--- config.mk ---
export PLATFORM = sky130hd
export DESIGN_NAME = wgc_solver
export DESIGN_NICKNAME = d
export VERILOG_FILES = /design/src/design/wgc_pkg.sv /design/src/design/wgc_solver.sv
export SDC_FILE = /design/constraint.sdc
export NUM_CORES = 2
export LEC_CHECK = 0
export BUFFER_PORTS_ARGS = -buffer_cell sky130_fd_sc_hd__buf_4
export CAP_MARGIN = 20
export CORE_MARGIN = 2
export CORE_UTILIZATION = 42
export CTS_CLUSTER_DIAMETER = 40
export DETAILED_ROUTE_END_ITERATION = 10
export GPL_ROUTABILITY_DRIVEN = 0
export SYNTH_ARGS = -nofsm -noshare
export SYNTH_HDL_FRONTEND = slang
export SYNTH_SLANG_ARGS = --single-unit
--- constraint.sdc ---
create_clock -name clk -period 7.94 [get_ports clk]
set_input_delay 0.794 -clock clk [delete_from_list [all_inputs] [get_ports clk]]
set_output_delay 0.794 -clock clk [all_outputs]
set_load 0.02 [all_outputs]
--- src/design/wgc_pkg.sv ---
// wgc_pkg: shared types, constants and tables for the waypoint go-to-goal controller
// used by wgc_solver and waypoint_go_to_goal_controller; no dependencies
package wgc_pkg;

	localparam int MAX_WAYPOINTS_DEF = 16;

	localparam int CORDIC_STEPS = 20;
	localparam int SQRT_STEPS   = 25;

	localparam logic signed [17:0] PI_Q12_W     = 18'sd12868;
	localparam logic signed [17:0] TWO_PI_Q12_W = 18'sd25736;
	localparam logic signed [23:0] PI_Q20_W     = 24'sd3294199;

	// command kinds
	localparam logic [1:0] KIND_NONE      = 2'd0;
	localparam logic [1:0] KIND_ROTATE    = 2'd1;
	localparam logic [1:0] KIND_TRANSLATE = 2'd2;
	localparam logic [1:0] KIND_STOP      = 2'd3;

	// item actions
	localparam logic ACT_LOAD = 1'b0;
	localparam logic ACT_TICK = 1'b1;

	// register indexes
	localparam logic [2:0] REG_COUNT    = 3'd0;
	localparam logic [2:0] REG_HEAD_TOL = 3'd1;
	localparam logic [2:0] REG_DIST_TOL = 3'd2;
	localparam logic [2:0] REG_HEAD_GN  = 3'd3;
	localparam logic [2:0] REG_SPEED_GN = 3'd4;
	localparam logic [2:0] REG_MAX_SPD  = 3'd5;
	localparam logic [2:0] REG_MAX_ROT  = 3'd6;

	// register reset values
	localparam logic [4:0]  RST_COUNT    = 5'd0;
	localparam logic [14:0] RST_HEAD_TOL = 15'd369;
	localparam logic [15:0] RST_DIST_TOL = 16'd655;
	localparam logic [9:0]  RST_HEAD_GN  = 10'd179;
	localparam logic [15:0] RST_SPEED_GN = 16'd1200;
	localparam logic [9:0]  RST_MAX_SPD  = 10'd500;
	localparam logic [14:0] RST_MAX_ROT  = 15'd25736;

	typedef logic signed [23:0] angle_q20_t;

	// arctan(2^-i) in rad * 2^20
	function automatic angle_q20_t atan_q20(input logic [4:0] i);
		angle_q20_t a;
		begin
			case (i)
				5'd0:  a = 24'sd823550;
				5'd1:  a = 24'sd486170;
				5'd2:  a = 24'sd256879;
				5'd3:  a = 24'sd130396;
				5'd4:  a = 24'sd65451;
				5'd5:  a = 24'sd32757;
				5'd6:  a = 24'sd16383;
				5'd7:  a = 24'sd8192;
				5'd8:  a = 24'sd4096;
				5'd9:  a = 24'sd2048;
				5'd10: a = 24'sd1024;
				5'd11: a = 24'sd512;
				5'd12: a = 24'sd256;
				5'd13: a = 24'sd128;
				5'd14: a = 24'sd64;
				5'd15: a = 24'sd32;
				5'd16: a = 24'sd16;
				5'd17: a = 24'sd8;
				5'd18: a = 24'sd4;
				5'd19: a = 24'sd2;
				default: a = 24'sd0;
			endcase
			return a;
		end
	endfunction

endpackage

--- src/design/wgc_solver.sv ---
// wgc_solver: iterative distance (bit-serial square root) and bearing (CORDIC vectoring)
// depends on wgc_pkg
module wgc_solver import wgc_pkg::*; (
	input  logic                clk,
	input  logic                arst_n,
	input  logic                start,
	input  logic signed [24:0]  dx,
	input  logic signed [24:0]  dy,
	output logic                done,
	output logic [24:0]         distance,
	output logic signed [15:0]  bearing
);

	localparam logic [1:0] P_IDLE = 2'd0;
	localparam logic [1:0] P_SQ   = 2'd1;
	localparam logic [1:0] P_SUM  = 2'd2;
	localparam logic [1:0] P_RUN  = 2'd3;

	logic [1:0]         phase_q;
	logic [4:0]         cnt_q;
	logic               done_q;
	logic signed [24:0] dx_q, dy_q;
	logic [49:0]        sqx_q, sqy_q, n_q;
	logic [27:0]        rem_q;
	logic [24:0]        root_q;
	logic signed [43:0] cx_q, cy_q;
	angle_q20_t         cz_q;
	logic               zero_q;

	logic signed [43:0] x_init, y_init;
	angle_q20_t         z_init;
	logic [27:0]        rem_sh, trial;
	logic signed [43:0] xs, ys;
	logic signed [23:0] z_rnd;

	always_comb begin
		if (dx < 0) begin
			x_init = 44'(-dx) <<< 16;
			y_init = 44'(-dy) <<< 16;
			z_init = (dy >= 0) ? PI_Q20_W : -PI_Q20_W;
		end else begin
			x_init = 44'(dx) <<< 16;
			y_init = 44'(dy) <<< 16;
			z_init = '0;
		end
	end

	assign rem_sh = {rem_q[25:0], n_q[49:48]};
	assign trial  = {1'b0, root_q, 2'b01};
	assign xs     = cx_q >>> cnt_q;
	assign ys     = cy_q >>> cnt_q;
	assign z_rnd  = cz_q + 24'sd128;

	always_ff @(posedge clk or negedge arst_n) begin
		if (!arst_n) begin
			phase_q <= P_IDLE;
			cnt_q   <= '0;
			done_q  <= 1'b0;
		end else begin
			done_q <= (phase_q == P_RUN) && (cnt_q == 5'(SQRT_STEPS - 1));
			unique case (phase_q)
				P_IDLE: if (start) phase_q <= P_SQ;
				P_SQ:   phase_q <= P_SUM;
				P_SUM: begin
					phase_q <= P_RUN;
					cnt_q   <= '0;
				end
				P_RUN: begin
					if (cnt_q == 5'(SQRT_STEPS - 1))
						phase_q <= P_IDLE;
					cnt_q <= cnt_q + 5'd1;
				end
				default: phase_q <= P_IDLE;
			endcase
		end
	end

	always_ff @(posedge clk) begin
		if (phase_q == P_IDLE && start) begin
			dx_q   <= dx;
			dy_q   <= dy;
			cx_q   <= x_init;
			cy_q   <= y_init;
			cz_q   <= z_init;
			zero_q <= (dx == 0) && (dy == 0);
		end
		if (phase_q == P_SQ) begin
			sqx_q <= 50'(dx_q * dx_q);
			sqy_q <= 50'(dy_q * dy_q);
		end
		if (phase_q == P_SUM) begin
			n_q    <= sqx_q + sqy_q;
			rem_q  <= '0;
			root_q <= '0;
		end
		if (phase_q == P_RUN) begin
			n_q <= {n_q[47:0], 2'b00};
			if (rem_sh >= trial) begin
				rem_q  <= rem_sh - trial;
				root_q <= {root_q[23:0], 1'b1};
			end else begin
				rem_q  <= rem_sh;
				root_q <= {root_q[23:0], 1'b0};
			end
			// y >= 0 turns clockwise
			if (cnt_q < 5'(CORDIC_STEPS)) begin
				if (cy_q >= 0) begin
					cx_q <= cx_q + ys;
					cy_q <= cy_q - xs;
					cz_q <= cz_q + atan_q20(cnt_q);
				end else begin
					cx_q <= cx_q - ys;
					cy_q <= cy_q + xs;
					cz_q <= cz_q - atan_q20(cnt_q);
				end
			end
		end
	end

	assign done     = done_q;
	assign distance = root_q;
	assign bearing  = zero_q ? 16'sd0 : 16'(z_rnd >>> 8);

endmodule
==> flow_summary.toml <==
[critical_path]
regToRegEndpoint = "sqx_q[46]"
r2r_slack_ns = 0.31
worstPathRequired_ns = 8.38
reg2regPathDepth = 27
critical_path_arrival_ns = 8.07
start_kind = "register"
cp-end-kind = "register"
critPathMaxFanout = 6
crit_type = "register to register"
rr_startpoint = "dx_q[2]"

[min_path]
hold_depth = 1
hp-start = "dy[18]"
min_path_type = "input port to register"
whs_endpoint = "dy_q[18]"

[placed_design]
dpl.cell_count = 10057
portBuffers = 94
place_ws_ns = -0.131
hpwl_um = 166000

[floorplanning]
die_w_um = 421
die_area_sq_um = 177000
die_h_um = 421
initial_core_util_pct = 42.2
boundaryPins = 95
coreArea_sq_um = 173000
rows = 153

[clock_tree]
insertion_delay_ns = 0.69
numClockSinks = 370
clk_pin_slew_ns = 0.05
cts_made_buffers = 80
clockRootBuffer = "clkbuf_16"
htree_levels = 3
cts_buffer_depth = 3
cts_tree = "built"

[grt]
antenna_found_initial = 3
grt_util_all_layers_pct = 23.0
grt_overflow = 0
grt_pass1_vias = 58560
grt_pass1_wl_um = 324000
grt_max_degree = 133

[finish]
final_cell_mix = "inv_1 (1,516), fa_1 (1,217), nand2_1 (775), ha_1 (497), nor2_1 (325)"
layout_commonest_cell = "inv_1"
stdcell_count = 10247
nNetsFinal = 9628
area_growth_pct = 9.40
drive_gt1_share_pct = 8.40

[synth]
synthSimpleGateAreaFrac_pct = 12.1
synth_edf_count = 248
synthFlopType = "edfxtp_1"
syn_area_sq_um = 73000
synth.area.top_cells = "fa_1 (33%), edfxtp_1 (10%), ha_1 (8.6%), inv_1 (7.8%), nand2_1 (4.0%)"
synth-compound-area-share_pct = 11.5
synth_xor_xnor_area_share_pct = 5.07
ys_seq_area_share_pct = 13.6
async_flop_share_pct = 2.16
yosys_register_bits = 370
synthesis.nets = 9546
synth_top_family_by_area = "adder cells"
synth-adder-area-share_pct = 42.0
yosysTopAreaCell = "fa_1"
synthMuxAreaShare_pct = 5.69
syn_area_per_cell_sq_um = 9.40
synth_top_area_share_pct = 33.4
ys_warn_count = 0
yosysUniqueCellTypes = 105
synthCells = 7773

[route]
drt-initial-drc-count = 4178
ant_nets = 0
via_per_inst = 5.44
firstDrtPassIters = 5
drc = 0
vias = 55770
wire_per_inst_um = 19.8
postRouteWirelength_um = 203000

[timing]
max_freq_mhz = 131
fin_worst_skew_ns = 0.0404
setup_viol = 0
slew_headroom_pct = 24.1
timing.final.max_slew_violations = 0
finalHoldViolCount = 0
rsz0062_at_grt = "yes"
fin_crit_sh_pct = 96.1
setup_ws_ns = 0.308
tightestPinTransition_ns = 1.14
period_needed_ns = 7.63
fin_tns_setup_ns = 0

[flow_run]
maxCapViolations = 0

[status]
status = "completed"
[state kept, by name, indices dropped and copies added (netlist names)]
name and cells:
cx_q 44, dy_q 25, cz_q 24, sqx_q 49, cy_q 44, sqy_q 49
n_q 50, distance 25, done 1, dx_q 25, cnt_q 5, rem_q 26
zero_q 1, phase_q 2
[critical path, cell delays in order (launching register included)]
cell and delay, ns:
edfxtp_1 0.49, buf_4 0.22, inv_1 0.06, nor2_1 0.34
inv_1 0.13, fa_1 0.52, inv_1 0.06, fa_1 0.52
fa_1 0.56, ha_1 0.22, ha_1 0.28, inv_1 0.08
fa_1 0.42, fa_1 0.49, inv_1 0.04, ha_1 0.34
a21o_1 0.18, a21o_1 0.17, a211oi_1 0.22, o21ai_0 0.20
a31oi_2 0.35, o21ai_0 0.20, a221o_1 0.44, a31o_2 0.30
a21oi_1 0.13, buf_4 0.15, mux2i_1 0.17, nand3_1 0.08
[through the flow]
stage / cell area, sq um / hold WS (ns) / util [%]
finish: 79900 / 0.321 / 46.1
global route: 79900 / 0.283 / 46.1
CTS: 79500 / 0.265 / 45.9
detailed placement: 76600 / 0.473 / 44.2
global placement: 76600 / 0.464 / 44.2
floorplan: 73000 / 0.446 / -
[cells by family after synthesis]
logic type | after synthesis
compound gates | 1307
mux | 252
fa+ha+maj | 1720
buf+inv | 1839
flops | 370
simple gates | 1862
xor+xnor | 423
[synthesized netlist by cell type (17+ instances only)]
library cell  number
inv_1           1522
fa_1            1220
nand2_1          776
ha_1             500
nor2_1           327
a21oi_1          317
o21ai_0          314
and2_1           256
edfxtp_1         248
xnor2_1          237
clkbuf_1         225
xor2_1           186
a21o_1           155
nand3_1          120
dfxtp_1          114
mux2i_1          102
mux4_2            87
o211ai_1          82
a211oi_1          68
o31ai_1           62
nand2b_1          61
nor2b_1           60
nor3_1            54
or3_1             41
a31oi_1           38
and3_1            38
nand4_1           36
o21a_1            36
mux2_2            30
mux4_1            30
o21bai_1          30
buf_2             25
o22ai_1           24
buf_4             19
or2_2             19
buf_1             17
[per-layer routing]
layer	GRT usage, %	vias up	wire [um]	part of all wire [%]
met5	0	-	0	0
met4	9.51	0	9270	4.6
met3	3.43	408	12100	6.0
met2	39.3	1767	99700	49
met1	29.2	28084	82100	40
li1	-	25511	-	-
[repair_timing]
action                     4_1_cts  5_1_grt
hold endpoints to repair         8        0
pin swaps                        0        2
hold buffers                     1        0
setup endpoints to repair        5       21
setup buffers                    3       36
gates resized for setup          0       23
[cell type report]
class / instances / area [sq um]
Clock buffer: 86 / 2070
Clock inverter: 62 / 820
Timing Repair Buffer: 316 / 2550
Tap cell: 2325 / 2910
Fill cell: 16467 / 93300
Antenna cell: 1 / 2.50
Multi-Input combinational cell: 5564 / 55900
Sequential cell: 370 / 9950
Inverter: 1523 / 5730
[how the worst max path moves through the flow]
stage | depth (start not counted) | slack, ns | start | end
2_1_floorplan | 27 | 0.30 | dx_q[15] | sqx_q[46]
3_3_place_gp | 27 | -0.06 | dx_q[12] | sqx_q[46]
3_5_place_dp | 26 | -0.13 | dy_q[9] | sqy_q[47]
4_1_cts | 27 | 0.04 | dy_q[2] | sqy_q[47]
5_1_grt | 28 | -0.02 | dx_q[12] | sqx_q[47]
6_report | 27 | 0.31 | dx_q[2] | sqx_q[46]
Power is left out: the tool's default activity adds up to more than one toggle a clock period on the data nets, which glitch-free logic cannot reach.
